File: src/rtl/core/assert_macros.svh
// ----------------------------------------------------------------------------
// assert_macros.svh
// shared concurrent assertion macros for the demultiplexer core
// ----------------------------------------------------------------------------
`ifndef ASSERT_MACROS_SVH
`define ASSERT_MACROS_SVH

// property that must hold in the same cycle
`define SFD_ASSERT(lbl, clk, rst, prop, msg) \
   lbl: assert property (@(posedge clk) disable iff (rst) (prop)) else $error(msg);

// consequent must hold in the cycle after the antecedent
`define SFD_ASSERT_NEXT(lbl, clk, rst, ante, cons, msg) \
   lbl: assert property (@(posedge clk) disable iff (rst) (ante) |=> (cons)) else $error(msg);

`endif

File: src/rtl/core/sfd_pkg.sv
// ----------------------------------------------------------------------------
// sfd_pkg
// types, codes and constants shared by the sector frame demultiplexer
// ----------------------------------------------------------------------------
package sfd_pkg;

   localparam int AUDIO_BYTES_DEFAULT    = 400;
   localparam int LIGHT_BYTES_DEFAULT    = 64;
   localparam int SMOKE_BYTES_DEFAULT    = 8;
   localparam int RESERVED_BYTES_DEFAULT = 33;
   localparam int BLOCK_BYTES            = 512;

   localparam logic [7:0]  DATA_TOKEN        = 8'hFE;
   localparam logic [7:0]  IDLE_BYTE         = 8'hFF;
   localparam logic [31:0] END_HEADER        = 32'hFFFF_FFFF;
   localparam logic [15:0] WAIT_LIMIT_RESET  = 16'd30000;
   localparam logic [31:0] START_ADDR_RESET  = 32'd0;

   localparam int CSR_INDEX_W = 3;

   typedef enum logic [CSR_INDEX_W-1:0] {
      CSR_HEADER_WORD  = 3'd0,
      CSR_TRAILER_WORD = 3'd1,
      CSR_BYTE_ADDR    = 3'd2,
      CSR_WAIT_LIMIT   = 3'd3,
      CSR_START_ADDR   = 3'd4
   } csr_index_type;

   typedef enum logic [3:0] {
      PH_HUNT  = 4'd0,
      PH_HEAD  = 4'd1,
      PH_AUDIO = 4'd2,
      PH_LIGHT = 4'd3,
      PH_SMOKE = 4'd4,
      PH_CTRL  = 4'd5,
      PH_RSV   = 4'd6,
      PH_TAIL  = 4'd7,
      PH_CRC   = 4'd8
   } phase_type;

   typedef enum logic [2:0] {
      ST_BUSY          = 3'd0,
      ST_SECTOR_OK     = 3'd1,
      ST_END_OF_STREAM = 3'd2,
      ST_FORMAT_ERROR  = 3'd3,
      ST_NOT_READY     = 3'd4
   } status_type;

   typedef enum logic [1:0] {
      ROUTE_DISCARD = 2'd0,
      ROUTE_AUDIO   = 2'd1,
      ROUTE_LIGHT   = 2'd2,
      ROUTE_SMOKE   = 2'd3
   } route_type;

   typedef struct packed {
      logic [31:0] header_word;
      logic [15:0] trailer_word;
      logic        byte_addressed_card;
      logic [15:0] token_wait_limit;
      logic [31:0] start_address;
      logic        addr_load;
   } cfg_type;

   typedef struct packed {
      route_type   route;
      logic [7:0]  payload;
      status_type  status;
      logic        lamp_line;
      logic        aux_line;
      logic        amp_enable_n;
      logic [31:0] next_address;
   } rsp_type;

endpackage

File: src/rtl/core/sfd_csr.sv
// ----------------------------------------------------------------------------
// sfd_csr
// configuration registers, written one beat at a time from the csr channel
// ----------------------------------------------------------------------------
module sfd_csr
   import sfd_pkg::*;
(
   input  logic                   clock,
   input  logic                   reset,
   input  logic                   csr_write,
   input  logic [CSR_INDEX_W-1:0] csr_index,
   input  logic [31:0]            csr_data,
   output cfg_type                cfg
);

   logic [31:0] header_ff;
   logic [15:0] trailer_ff;
   logic        byte_addr_ff;
   logic [15:0] wait_limit_ff;

   always_ff @(posedge clock) begin
      if (reset) begin
         header_ff     <= '0;
         trailer_ff    <= '0;
         byte_addr_ff  <= 1'b1;
         wait_limit_ff <= WAIT_LIMIT_RESET;
      end else if (csr_write) begin
         // the start address goes straight into the parser's running address
         case (csr_index_type'(csr_index))
            CSR_HEADER_WORD:  header_ff     <= csr_data;
            CSR_TRAILER_WORD: trailer_ff    <= csr_data[15:0];
            CSR_BYTE_ADDR:    byte_addr_ff  <= csr_data[0];
            CSR_WAIT_LIMIT:   wait_limit_ff <= csr_data[15:0];
            default: ;
         endcase
      end
   end

   always_comb begin
      cfg.header_word         = header_ff;
      cfg.trailer_word        = trailer_ff;
      cfg.byte_addressed_card = byte_addr_ff;
      cfg.token_wait_limit    = wait_limit_ff;
      cfg.start_address       = csr_data;
      // running address takes the start address on the same beat
      cfg.addr_load           = csr_write && (csr_index_type'(csr_index) == CSR_START_ADDR);
   end

endmodule

File: src/rtl/core/sfd_parser.sv
// ----------------------------------------------------------------------------
// sfd_parser
// per-byte frame parser: token hunt, header, routing, control, tail and crc
// ----------------------------------------------------------------------------
`include "assert_macros.svh"

module sfd_parser
   import sfd_pkg::*;
#(
   parameter int AUDIO_BYTES    = AUDIO_BYTES_DEFAULT,
   parameter int LIGHT_BYTES    = LIGHT_BYTES_DEFAULT,
   parameter int SMOKE_BYTES    = SMOKE_BYTES_DEFAULT,
   parameter int RESERVED_BYTES = RESERVED_BYTES_DEFAULT
)
(
   input  logic       clock,
   input  logic       reset,
   input  logic       step,
   input  logic [7:0] card_byte,
   input  cfg_type    cfg,
   output rsp_type    result
);

   localparam int MAX_AB  = (AUDIO_BYTES > LIGHT_BYTES) ? AUDIO_BYTES : LIGHT_BYTES;
   localparam int MAX_SR  = (SMOKE_BYTES > RESERVED_BYTES) ? SMOKE_BYTES : RESERVED_BYTES;
   localparam int MAX_ABS = (MAX_AB > MAX_SR) ? MAX_AB : MAX_SR;
   localparam int MAX_LEN = (MAX_ABS > 4) ? MAX_ABS : 4;
   localparam int POS_W   = $clog2(MAX_LEN);

   localparam logic [POS_W-1:0] HEAD_LAST  = POS_W'(3);
   localparam logic [POS_W-1:0] PAIR_LAST  = POS_W'(1);
   localparam logic [POS_W-1:0] AUDIO_LAST = POS_W'(AUDIO_BYTES - 1);
   localparam logic [POS_W-1:0] LIGHT_LAST = POS_W'(LIGHT_BYTES - 1);
   localparam logic [POS_W-1:0] SMOKE_LAST = POS_W'(SMOKE_BYTES - 1);
   localparam logic [POS_W-1:0] RSV_LAST   =
      POS_W'((RESERVED_BYTES == 0) ? 0 : RESERVED_BYTES - 1);

   phase_type        phase_ff, phase_in;
   logic [POS_W-1:0] pos_ff, pos_in, pos_inc;
   logic [15:0]      idle_ff, idle_in, idle_inc;
   logic [31:0]      head_ff, head_in, head_shifted;
   logic [15:0]      tail_ff, tail_in, tail_shifted;
   logic [31:0]      addr_ff, addr_in;
   logic [2:0]       ctrl_ff, ctrl_in;

   assign pos_inc      = pos_ff + 1'b1;
   assign idle_inc     = idle_ff + 16'd1;
   assign head_shifted = {head_ff[23:0], card_byte};
   assign tail_shifted = {tail_ff[7:0], card_byte};

   always_ff @(posedge clock) begin
      if (reset) begin
         phase_ff <= PH_HUNT;
         pos_ff   <= '0;
         idle_ff  <= '0;
         head_ff  <= '0;
         tail_ff  <= '0;
         addr_ff  <= START_ADDR_RESET;
         ctrl_ff  <= '0;
      end else begin
         if (step) begin
            phase_ff <= phase_in;
            pos_ff   <= pos_in;
            idle_ff  <= idle_in;
            head_ff  <= head_in;
            tail_ff  <= tail_in;
            ctrl_ff  <= ctrl_in;
         end
         if (cfg.addr_load) begin
            addr_ff <= cfg.start_address;
         end else if (step) begin
            addr_ff <= addr_in;
         end
      end
   end

   always_comb begin
      phase_in = phase_ff;
      pos_in   = pos_ff;
      idle_in  = idle_ff;
      head_in  = head_ff;
      tail_in  = tail_ff;
      addr_in  = addr_ff;
      ctrl_in  = ctrl_ff;
      result.route   = ROUTE_DISCARD;
      result.payload = '0;
      result.status  = ST_BUSY;

      case (phase_ff)
         PH_HUNT: begin
            if (card_byte == DATA_TOKEN) begin
               phase_in = PH_HEAD;
               pos_in   = '0;
               idle_in  = '0;
               head_in  = '0;
            end else if (card_byte == IDLE_BYTE) begin
               // a zero limit behaves as one since any count reaches it
               if (idle_inc >= cfg.token_wait_limit) begin
                  result.status = ST_NOT_READY;
                  idle_in       = '0;
               end else begin
                  idle_in = idle_inc;
               end
            end else begin
               result.status = ST_NOT_READY;
               idle_in       = '0;
            end
         end
         PH_HEAD: begin
            head_in = head_shifted;
            if (pos_ff == HEAD_LAST) begin
               pos_in = '0;
               if (head_shifted == END_HEADER) begin
                  result.status = ST_END_OF_STREAM;
                  phase_in      = PH_HUNT;
                  idle_in       = '0;
               end else if (head_shifted != cfg.header_word) begin
                  result.status = ST_FORMAT_ERROR;
                  phase_in      = PH_HUNT;
                  idle_in       = '0;
               end else begin
                  phase_in = PH_AUDIO;
               end
            end else begin
               pos_in = pos_inc;
            end
         end
         PH_AUDIO: begin
            result.route   = ROUTE_AUDIO;
            result.payload = card_byte;
            if (pos_ff == AUDIO_LAST) begin
               phase_in = PH_LIGHT;
               pos_in   = '0;
            end else begin
               pos_in = pos_inc;
            end
         end
         PH_LIGHT: begin
            result.route   = ROUTE_LIGHT;
            result.payload = card_byte;
            if (pos_ff == LIGHT_LAST) begin
               phase_in = PH_SMOKE;
               pos_in   = '0;
            end else begin
               pos_in = pos_inc;
            end
         end
         PH_SMOKE: begin
            result.route   = ROUTE_SMOKE;
            result.payload = card_byte;
            if (pos_ff == SMOKE_LAST) begin
               phase_in = PH_CTRL;
               pos_in   = '0;
            end else begin
               pos_in = pos_inc;
            end
         end
         PH_CTRL: begin
            ctrl_in = card_byte[2:0];
            pos_in  = '0;
            if (RESERVED_BYTES > 0) begin
               phase_in = PH_RSV;
            end else begin
               phase_in = PH_TAIL;
               tail_in  = '0;
            end
         end
         PH_RSV: begin
            if (pos_ff == RSV_LAST) begin
               phase_in = PH_TAIL;
               pos_in   = '0;
               tail_in  = '0;
            end else begin
               pos_in = pos_inc;
            end
         end
         PH_TAIL: begin
            tail_in = tail_shifted;
            if (pos_ff == PAIR_LAST) begin
               pos_in = '0;
               if (tail_shifted != cfg.trailer_word) begin
                  result.status = ST_FORMAT_ERROR;
                  phase_in      = PH_HUNT;
                  idle_in       = '0;
               end else begin
                  phase_in = PH_CRC;
               end
            end else begin
               pos_in = pos_inc;
            end
         end
         PH_CRC: begin
            if (pos_ff == PAIR_LAST) begin
               addr_in       = addr_ff + (cfg.byte_addressed_card ? 32'(BLOCK_BYTES) : 32'd1);
               result.status = ST_SECTOR_OK;
               phase_in      = PH_HUNT;
               pos_in        = '0;
               idle_in       = '0;
            end else begin
               pos_in = pos_inc;
            end
         end
         default: begin
            phase_in = PH_HUNT;
            pos_in   = '0;
            idle_in  = '0;
         end
      endcase

      result.lamp_line    = ctrl_in[0];
      result.aux_line     = ctrl_in[1];
      result.amp_enable_n = ~ctrl_in[2];
      result.next_address = addr_in;
   end

   // every outcome other than busy sends the parser back to hunting
   `SFD_ASSERT_NEXT(a_outcome_hunts, clock, reset, step && (result.status != ST_BUSY), phase_ff == PH_HUNT, "outcome beat did not return to hunting")
   // routed bytes only come from the payload phases
   `SFD_ASSERT(a_route_busy, clock, reset, (result.route == ROUTE_DISCARD) || (result.status == ST_BUSY), "routed byte carried a status")

endmodule

File: src/rtl/core/sfd_rsp_buf.sv
// ----------------------------------------------------------------------------
// sfd_rsp_buf
// two-entry result buffer: output register plus skid stage
// ----------------------------------------------------------------------------
`include "assert_macros.svh"

module sfd_rsp_buf
   import sfd_pkg::*;
(
   input  logic    clock,
   input  logic    reset,
   input  logic    push,
   input  rsp_type push_data,
   output logic    push_ready,
   output logic    out_valid,
   input  logic    out_ready,
   output rsp_type out_data
);

   logic    head_valid_ff, skid_valid_ff;
   rsp_type head_ff, skid_ff;
   logic    pop;

   assign pop        = head_valid_ff && out_ready;
   assign push_ready = !skid_valid_ff;
   assign out_valid  = head_valid_ff;
   assign out_data   = head_ff;

   always_ff @(posedge clock) begin
      if (reset) begin
         head_valid_ff <= 1'b0;
         skid_valid_ff <= 1'b0;
      end else if (pop) begin
         if (skid_valid_ff) begin
            skid_valid_ff <= 1'b0;
         end else if (!push) begin
            head_valid_ff <= 1'b0;
         end
      end else if (push) begin
         if (head_valid_ff) begin
            skid_valid_ff <= 1'b1;
         end else begin
            head_valid_ff <= 1'b1;
         end
      end
   end

   // payload registers carry no reset
   always_ff @(posedge clock) begin
      if (pop) begin
         if (skid_valid_ff) begin
            head_ff <= skid_ff;
         end else if (push) begin
            head_ff <= push_data;
         end
      end else if (push) begin
         if (head_valid_ff) begin
            skid_ff <= push_data;
         end else begin
            head_ff <= push_data;
         end
      end
   end

   `SFD_ASSERT(a_skid_needs_head, clock, reset, !skid_valid_ff || head_valid_ff, "skid entry held without head entry")
   `SFD_ASSERT_NEXT(a_stall_fills_skid, clock, reset, push && head_valid_ff && !out_ready, skid_valid_ff, "stalled beat not parked in skid stage")

endmodule

File: src/rtl/core/sector_frame_demultiplexer_core.sv
// ----------------------------------------------------------------------------
// sector_frame_demultiplexer_core
// Each card byte accepted on the req channel yields exactly one result beat
// on the rsp channel, from the result buffer's registered head. The core
// takes one byte every cycle while the buffer has room: the parser updates
// its phase, counters and shift registers once per byte, and the two-entry
// result buffer keeps the req side moving for one beat while the rsp side
// stalls. The result carries routing, status, the latched control lines
// and the running sector address. Configuration writes on the csr channel
// are taken (csr_ready is always high) and should be made while no byte is
// in flight; writing the start address also reloads the running address.
// ----------------------------------------------------------------------------
module sector_frame_demultiplexer_core
   import sfd_pkg::*;
#(
   parameter int AUDIO_BYTES    = AUDIO_BYTES_DEFAULT,
   parameter int LIGHT_BYTES    = LIGHT_BYTES_DEFAULT,
   parameter int SMOKE_BYTES    = SMOKE_BYTES_DEFAULT,
   parameter int RESERVED_BYTES = RESERVED_BYTES_DEFAULT
)
(
   input  logic                   clock,
   input  logic                   reset,

   input  logic                   req_valid,
   output logic                   req_ready,
   input  logic [7:0]             req_card_byte,

   output logic                   rsp_valid,
   input  logic                   rsp_ready,
   output logic [1:0]             rsp_route,
   output logic [7:0]             rsp_payload,
   output logic [2:0]             rsp_status,
   output logic                   rsp_lamp_line,
   output logic                   rsp_aux_line,
   output logic                   rsp_amp_enable_n,
   output logic [31:0]            rsp_next_address,

   input  logic                   csr_valid,
   output logic                   csr_ready,
   input  logic [CSR_INDEX_W-1:0] csr_index,
   input  logic [31:0]            csr_data
);

   cfg_type cfg;
   rsp_type step_result, rsp_data;
   logic    req_beat, csr_beat;

   assign csr_ready = 1'b1;
   assign csr_beat  = csr_valid && csr_ready;
   assign req_beat  = req_valid && req_ready;

   sfd_csr u_csr (
      .clock     (clock),
      .reset     (reset),
      .csr_write (csr_beat),
      .csr_index (csr_index),
      .csr_data  (csr_data),
      .cfg       (cfg)
   );

   sfd_parser #(
      .AUDIO_BYTES    (AUDIO_BYTES),
      .LIGHT_BYTES    (LIGHT_BYTES),
      .SMOKE_BYTES    (SMOKE_BYTES),
      .RESERVED_BYTES (RESERVED_BYTES)
   ) u_parser (
      .clock     (clock),
      .reset     (reset),
      .step      (req_beat),
      .card_byte (req_card_byte),
      .cfg       (cfg),
      .result    (step_result)
   );

   sfd_rsp_buf u_rsp_buf (
      .clock      (clock),
      .reset      (reset),
      .push       (req_beat),
      .push_data  (step_result),
      .push_ready (req_ready),
      .out_valid  (rsp_valid),
      .out_ready  (rsp_ready),
      .out_data   (rsp_data)
   );

   assign rsp_route        = rsp_data.route;
   assign rsp_payload      = rsp_data.payload;
   assign rsp_status       = rsp_data.status;
   assign rsp_lamp_line    = rsp_data.lamp_line;
   assign rsp_aux_line     = rsp_data.aux_line;
   assign rsp_amp_enable_n = rsp_data.amp_enable_n;
   assign rsp_next_address = rsp_data.next_address;

endmodule
File: config.mk
export PLATFORM = sky130hd
export DESIGN_NAME = sector_frame_demultiplexer_core
export DESIGN_NICKNAME = d
export VERILOG_FILES = /design/src/rtl/core/sfd_pkg.sv /design/src/rtl/core/sfd_csr.sv /design/src/rtl/core/sfd_parser.sv /design/src/rtl/core/sfd_rsp_buf.sv /design/src/rtl/core/sector_frame_demultiplexer_core.sv
export VERILOG_INCLUDE_DIRS = /design/src /design/src/rtl/core
export SDC_FILE = /design/constraint.sdc
export NUM_CORES = 1
export LEC_CHECK = 0
export BUFFER_PORTS_ARGS = -buffer_cell sky130_fd_sc_hd__clkbuf_2
export CAP_MARGIN = 20
export CORE_UTILIZATION = 50
export DETAILED_ROUTE_END_ITERATION = 8
export PLACE_DENSITY = 0.73
export SYNTH_ARGS = -nofsm -noshare
export SYNTH_HDL_FRONTEND = slang
export SYNTH_SLANG_ARGS = --single-unit
export TNS_END_PERCENT = 30
File: constraint.sdc
create_clock -name clock -period 6 [get_ports clock]
set_clock_uncertainty 0.05 [all_clocks]
set_input_delay 1.5 -clock clock [delete_from_list [all_inputs] [get_ports clock]]
set_output_delay 1.5 -clock clock [all_outputs]
set_load 0.01 [all_outputs]
==> out/qor_table.md, run 1 <==
| Item | Reported |
|---|---|
| Result of the run | completed |
| Critical Path End | u_parser.idle_ff[3]$_SDFFE_PP0P_ |
| Final Non-Filler Cells | 1745 |
| Worst flop-to-flop path endpoint | u_parser.idle_ff[3]$_SDFFE_PP0P_ |
| Kind of critical path | flop to flop |
| Proportion of netlist area held by the largest area contributor | 26.0% |
| R2r worst-path depth | 13 |
| Share of the core filled with cells in the final layout | 58.1% |
| Slew of the pin with the lowest slew margin | 0.968 ns |
| Area of combinational cells with multiple inputs | 0.00593 mm2 |
| Class of the worst hold path | flop to flop |
| Proportion of synthesized flip-flops having asynchronous set or reset | 0% |
| Mean area per synthesized cell | 9.34 um2 |
| Portion of the post-synthesis area used by sequential elements | 49.0% |
| Number of max-cap violations | 0 |
| Synth Instances | 1344 |
| Via/cell ratio | 5.77 |
| Largest net degree at the start of global routing | 90 |
| PortBufs | 97 |
| Setup Slack @ Placement | 1.69 ns |
| Routed len/inst | 18.2 um |
| Layout Nets | 1472 |
| Total detailed-routing wirelength | 31700 um |
| Number of synthesized flops with an enable pin | 96 |
| Post-Syn Nets | 1415 |
| Total Power Consumption | 3.92 mW |
| Clock tree from TritonCTS | yes |
| HP Start | u_csr.wait_limit_ff[1]$_SDFFE_PP0P_ |
| Count of placed standard cells including taps | 1689 |
| Largest area contributor in the synthesized netlist | dfxtp_1 |
| Cts bufs inserted | 28 |
| Worst-case register-to-register setup slack | 2.01 ns |
| Remaining DRCs | 0 |
| Post-layout minimum cycle time | 3.99 ns |
| Netlist cell types | 70 |
| Post-Syn Area | 0.0126 mm2 |
| Crit path max fanout | 12 |
| Aggregate global-route resource usage | 24.4% |
| Area added between synthesis and finish | 13.1% |
| Cell with the biggest individual delay on the critical path | or4b_1 |
| Power per Cell Area | 276 mW/mm2 |
| Chain of cells forming the critical path | ha_1, and3_1, nand3_1, nor3b_1, xor2_1, ha_1, a21oi_1, a21boi_0, or4b_1, a211oi_2, buf_6, nand3_2, o32ai_1 |
| Register bit count reported by yosys | 259 |
| Die area | 0.0257 mm2 |
| Number of resized instances in the post-cts repair step | 0 |
| Clock latency on the worst-skew pair | 0.54 ns |
| WP data required | 6.39 ns |
| Final Worst Setup Slack | 2.01 ns |
| Launching instance or port of the critical path | u_parser.idle_ff[0]$_SDFFE_PP0P_ |
| Diode count | 0 |
| Leakage power total | 5.46 nW |
| Placed wire-length estimate | 22000 um |
| Antenna-violating nets left | 0 |
| Final design instance area without fill | 0.0142 mm2 |
| Initial Utilization | 51.3% |
| Critical path data arrival time | 4.38 ns |
| Buffers inserted during post-CTS setup optimization | 0 |
| Logic depth of the worst path, buffers included | 13 |
| Buffers and inverters on the worst path | 1 |
| Worst hold-check slack | 0.403 ns |
| RSZ-0062 raised after global routing | false |
| Setup-failing EPs final | 0 |
| Setup_tns | 0 ns |
| Maximum vdd ir drop | 0.225 mV |
| Prevailing post-synth register cell | dfxtp_1 |
| Number of warnings issued by yosys | 0 |
| Placement Rows | 57 |
| Clock edge transition at the registers on the reported setup and hold paths | 0.06 ns |
| Total of fill cells in the finished design | 2129 |
| Total number of vias | 10100 |
| First drt pass iteration count | 5 |
| Total congestion overflow | 0 |
| Biggest cell delay along the critical path | 0.53 ns |
| Element type at the critical path start | flop |
| Placed cell areas | 0.0132 mm2 |
| Final hold violation count | 0 |
| Initial antenna violation count | 2 |
| Number of top-level pins | 99 |
| First-pass GRT wire length | 50400 um |
| Timing-limited maximum frequency | 0.251 GHz |
| Period Utilization, post-route | 66.5% |
| Placeable core region | 0.0245 mm2 |
| Overall die height | 160 um |
| Die span in x | 160 um |
| CP top delay family | simple AND/OR/NAND/NOR gates |
| Fraction of layout cells with a size suffix above 1 | 15.6% |
| CTS Hold Buffers Added | 0 |
| CTS H-Tree Depth | 1 |
| Main area contributors after synthesis | dfxtp_1 (26%), edfxtp_1 (23%), nand2_1 (6.2%) |
| Vias in the first global route | 9272 |
| Deepest clock path buffer count | 3 |
| Final count of pins violating max slew | 0 |
| CTS Sinks | 259 |
| Most used standard cell by instance count after synthesis | nand2_1 |
| Origin of the critical flop-to-flop path | u_parser.idle_ff[0]$_SDFFE_PP0P_ |
| Most frequent cell on the critical path | ha_1 |
| Final RePlAce weighted congestion | 0.912 |
| Leading cell types by count after synthesis | nand2_1 (207), dfxtp_1 (163), a21oi_1 (116) |
| 1st-iter DRT viols | 930 |
| Worst slew margin relative to its limit | 35.5% |
| Root buf cell | clkbuf_16 |
| Crit path capture type | flop |
| Register cell area after layout | 0.00615 mm2 |
==> worst reg2reg max path, cell delays in order, from the launching register on <==
cell      delay, ns
dfxtp_1        0.41
ha_1           0.29
and3_1         0.31
nand3_1        0.16
nor3b_1        0.28
xor2_1         0.22
ha_1           0.30
a21oi_1        0.14
a21boi_0       0.10
or4b_1         0.53
a211oi_2       0.50
buf_6          0.24
nand3_2        0.19
o32ai_1        0.19
==> area by class of cell <==
cell class	instances	area share [%]
inverters	38	1.00
clock inverters	10	0.590
clock buffers	40	5.75
repair buffers	114	4.76
flip-flops and latches	259	43.3
well taps	324	2.85
multi-input cells	960	41.8
==> registers in the layout, summed over array words and instances, names as in the netlist, 4 cells and up <==
name	count
u_csr.trailer_ff	16
u_parser.head_ff	24
u_csr.wait_limit_ff	16
u_parser.idle_ff	16
u_parser.tail_ff	8
u_parser.addr_ff	32
u_parser.phase_ff	4
u_rsp_buf.skid_ff	48
u_csr.header_ff	32
u_parser.pos_ff	9
u_rsp_buf.out_data	48
==> metal layers <==
| metal | global-route usage [%] | up-vias | routed length [um] |
|---|---|---|---|
| met5 | 0 | - | 11 |
| li1 | - | 4898 | - |
| met4 | 7.14 | 2 | 885 |
| met3 | 4.31 | 69 | 2400 |
| met2 | 36.2 | 377 | 13700 |
| met1 | 36.3 | 4728 | 14700 |
==> where the power goes <==
part | internal (mW) | switching, mW | total (mW)
logic | 0.103 | 0.210 | 0.313
registers | 1.89 | 0.0390 | 1.93
clock network | 0.985 | 0.692 | 1.68
total | 2.97 | 0.941 | 3.92
==> cell usage in the layout, fill, tap and decap left out, types with 8 or more instances in the layout <==
cell type,instances
and3_1,10
nand4_1,34
xor2_1,81
nand3_1,59
xnor2_1,36
a211oi_1,39
a22oi_1,8
ha_1,23
o21ai_0,24
a21oi_1,115
nor4_1,20
o211ai_1,10
clkbuf_16,29
nor2_1,108
buf_4,12
clkbuf_2,96
mux2_2,35
and2_1,16
nor3_1,15
dfxtp_1,163
inv_1,38
nand2_1,207
or3_1,9
edfxtp_1,96
==> how the worst min path moves through the flow <==
stage,end,slack [ns],cells after the start
CTS,u_csr.wait_limit_ff[1]$_SDFFE_PP0P_,0.41,2
global route,u_csr.wait_limit_ff[2]$_SDFFE_PP0P_,0.43,2
global placement,u_csr.wait_limit_ff[15]$_SDFFE_PP0P_,0.40,2
finish,u_csr.wait_limit_ff[1]$_SDFFE_PP0P_,0.40,2
detailed placement,u_csr.wait_limit_ff[1]$_SDFFE_PP0P_,0.40,2
floorplan,u_csr.wait_limit_ff[11]$_SDFFE_PP0P_,0.39,2
==> logic make-up after synthesis <==
| family | count (synthesis) | synth area share (%) |
|---|---|---|
| buf+inv | 125 | 4.05 |
| mux | 42 | 3.70 |
| other cells | 1 | 0.0299 |
| flops | 259 | 49.0 |
| compound gates | 242 | 12.0 |
| xor+xnor | 117 | 8.16 |
| fa+ha+maj | 23 | 2.29 |
| simple gates | 535 | 20.8 |
Note: power is estimated with default switching activity, not from simulation.
==> run 2, diff against run 1 <==
PLACE_DENSITY = 0.76   (was 0.73)
clock period = 3.42 ns   (was 6 ns; I/O delays follow)
==> run 2 against run 1 <==
  * Via count grew 2.2%
  * Worst hold slack gained 0.0021 ns
  * First-iteration DRC count shrank 4.2%
  * Global-route usage shrank 0.36 points
  * Maximum frequency grew 21%
  * Sequential share of layout area shrank 0.86 points
  * Power grew 76%
  * Sequential power grew 75%
  * Wire length grew 0.66%
  * Critical path type unchanged
  * Largest power group unchanged
==> out/qor_table.md, run 2 (synthesis results as in run 1) <==
| Item | Reported | Delta |
|---|---|---|
| Setup_tns | 0 ns | unchanged |
| Final hold violation count | 0 | unchanged |
| CTS H-Tree Depth | 1 | unchanged |
| Total detailed-routing wirelength | 31900 um | +0.66% |
| Period Utilization, post-route | 96.4% | +30 points |
| Maximum vdd ir drop | 0.324 mV | +44% |
| Share of the core filled with cells in the final layout | 59.3% | +1.3 points |
| Total number of vias | 10300 | +2.2% |
| Class of the worst hold path | flop to flop |  |
| Post-layout minimum cycle time | 3.30 ns | -0.691 ns |
| Final count of pins violating max slew | 0 | unchanged |
| PortBufs | 97 | unchanged |
| Overall die height | 160 um | unchanged |
| Aggregate global-route resource usage | 24.1% | -0.36 points |
| Number of top-level pins | 99 | unchanged |
| Leading cell types in the layout, fill and taps excluded | nand2_1 (207), dfxtp_1 (158), a21oi_1 (113) |  |
| Deepest clock path buffer count | 3 | unchanged |
| Initial antenna violation count | 1 | -1 |
| Crit path max fanout | 7 | -5 |
| Root buf cell | clkbuf_16 |  |
| 1st-iter DRT viols | 891 | -4.2% |
| Total congestion overflow | 0 | unchanged |
| Fraction of layout cells with a size suffix above 1 | 18.5% | +2.9 points |
| Timing-limited maximum frequency | 0.303 GHz | +21% |
| Worst slew margin relative to its limit | 44.3% | +8.8 points |
| Diode count | 0 | unchanged |
| Final Non-Filler Cells | 1768 | +1.3% |
| First-pass GRT wire length | 49700 um | -1.4% |
| Clock tree from TritonCTS | yes |  |
| Final RePlAce weighted congestion | 0.874 | -4.2% |
| Routed len/inst | 18.0 um | -0.65% |
| Power per Cell Area | 476 mW/mm2 | +73% |
| Initial Utilization | 51.3% | unchanged |
| Die span in x | 160 um | unchanged |
| Critical path data arrival time | 3.71 ns | -0.67 ns |
| Count of placed standard cells including taps | 1714 | +1.5% |
| Placed wire-length estimate | 22400 um | +1.8% |
| Element type at the critical path start | flop |  |
| Placement Rows | 57 | unchanged |
| Number of max-cap violations | 0 | unchanged |
| Via/cell ratio | 5.82 | +0.88% |
| Vias in the first global route | 9374 | +1.1% |
| Remaining DRCs | 0 | unchanged |
| CTS Sinks | 259 | unchanged |
| Kind of critical path | flop to flop |  |
| Area added between synthesis and finish | 15.6% |  |
| WP data required | 3.84 ns | -2.55 ns |
| Clock latency on the worst-skew pair | 0.55 ns | about the same |
| Most common cell after layout, fill and taps aside | nand2_1 |  |
| Result of the run | completed |  |
| First drt pass iteration count | 5 | unchanged |
| Leakage power total | 5.60 nW | +2.7% |
| Total Power Consumption | 6.90 mW | +76% |
| Setup-failing EPs final | 0 | unchanged |
| Clock edge transition at the registers on the reported setup and hold paths | 0.06 ns | about the same |
| Crit path capture type | flop |  |
| Antenna-violating nets left | 0 | unchanged |
| Die area | 0.0257 mm2 | unchanged |
| Largest net degree at the start of global routing | 132 | +47% |
| Layout Nets | 1497 | +1.7% |
| Cts bufs inserted | 27 | -3.6% |
| Placeable core region | 0.0245 mm2 | unchanged |
| Slew of the pin with the lowest slew margin | 0.828 ns | -0.140 ns |
run 2: changes by cell type in the layout (fill, tap and decap cells not counted), sizes merged:
cell    change
bufinv      +2
buf        +26
clkbuf      -6
inv         +1
run 2: path summary, 6_finish.rpt:
| path | startpoint | to | slack (ns) | depth (start not counted) |
|---|---|---|---|---|
| hold reg to reg | u_csr.wait_limit_ff[15]$_SDFFE_PP0P_ | u_csr.wait_limit_ff[15]$_SDFFE_PP0P_ | 0.40 | 2 |
| setup / recovery | u_parser.idle_ff[0]$_SDFFE_PP0P_ | u_parser.idle_ff[1]$_SDFFE_PP0P_ | 0.12 | 14 |
| setup reg to reg | u_parser.idle_ff[0]$_SDFFE_PP0P_ | u_parser.idle_ff[1]$_SDFFE_PP0P_ | 0.12 | 14 |
| hold / removal | u_csr.wait_limit_ff[15]$_SDFFE_PP0P_ | u_csr.wait_limit_ff[15]$_SDFFE_PP0P_ | 0.40 | 2 |
run 2: metrics by stage:
stage | area, um2 | hold WS [ns] | setup WS (ns)
2_1_floorplan | 12600 | 0.386 | -0.126
3_3_place_gp | 13400 | 0.394 | 0.0780
3_5_place_dp | 13400 | 0.397 | -0.0506
4_1_cts | 14400 | 0.405 | 0.00118
5_1_grt | 14500 | 0.430 | -0.0341
6_report | 14500 | 0.405 | 0.123
run 2: repair_timing:
action / in CTS / in global routing
pin swaps: 0 / 9
gates resized for setup: 3 / 22
cloned: 0 / 1
hold buffers: 0 / 0
setup endpoints to repair: 7 / 18
endpoints found under the hold margin: 0 / 0
setup buffers: 2 / 4
run 2: layout make-up:
class / count / area [um2]
inverters: 38 / 143
clock buffers: 34 / 732
multi-input cells: 960 / 6030
repair buffers: 140 / 885
clock inverters: 13 / 165
flip-flops and latches: 259 / 6150
well taps: 324 / 405
fillers: 2072 / 9950
run 2: worst max-delay path, cell delays in order (launching register included):
cell	delay [ns]
dfxtp_4	0.38
ha_4	0.14
and3_4	0.19
nand3_2	0.11
nor3b_2	0.20
xor2_1	0.21
ha_1	0.29
a21oi_1	0.17
a21boi_1	0.10
or4b_1	0.52
a211oi_2	0.28
buf_6	0.21
buf_12	0.12
nand4_1	0.09
a21oi_1	0.18
run 2: layer usage:
| metal | routed length [um] | GRT usage (%) | vias up |
|---|---|---|---|
| met5 | 13 | 0 | - |
| met4 | 1190 | 8.66 | 2 |
| met3 | 2720 | 4.65 | 85 |
| met2 | 14100 | 37.8 | 434 |
| met1 | 13800 | 33.1 | 4851 |
| li1 | - | - | 4925 |
run 2: where the power goes:
group / internal, mW / leakage [nW] / switching (mW)
clock: 1.74 / 0.435 / 1.22
combinational: 0.197 / 2.90 / 0.374
sequential: 3.31 / 2.27 / 0.0607
total: 5.25 / 5.60 / 1.65
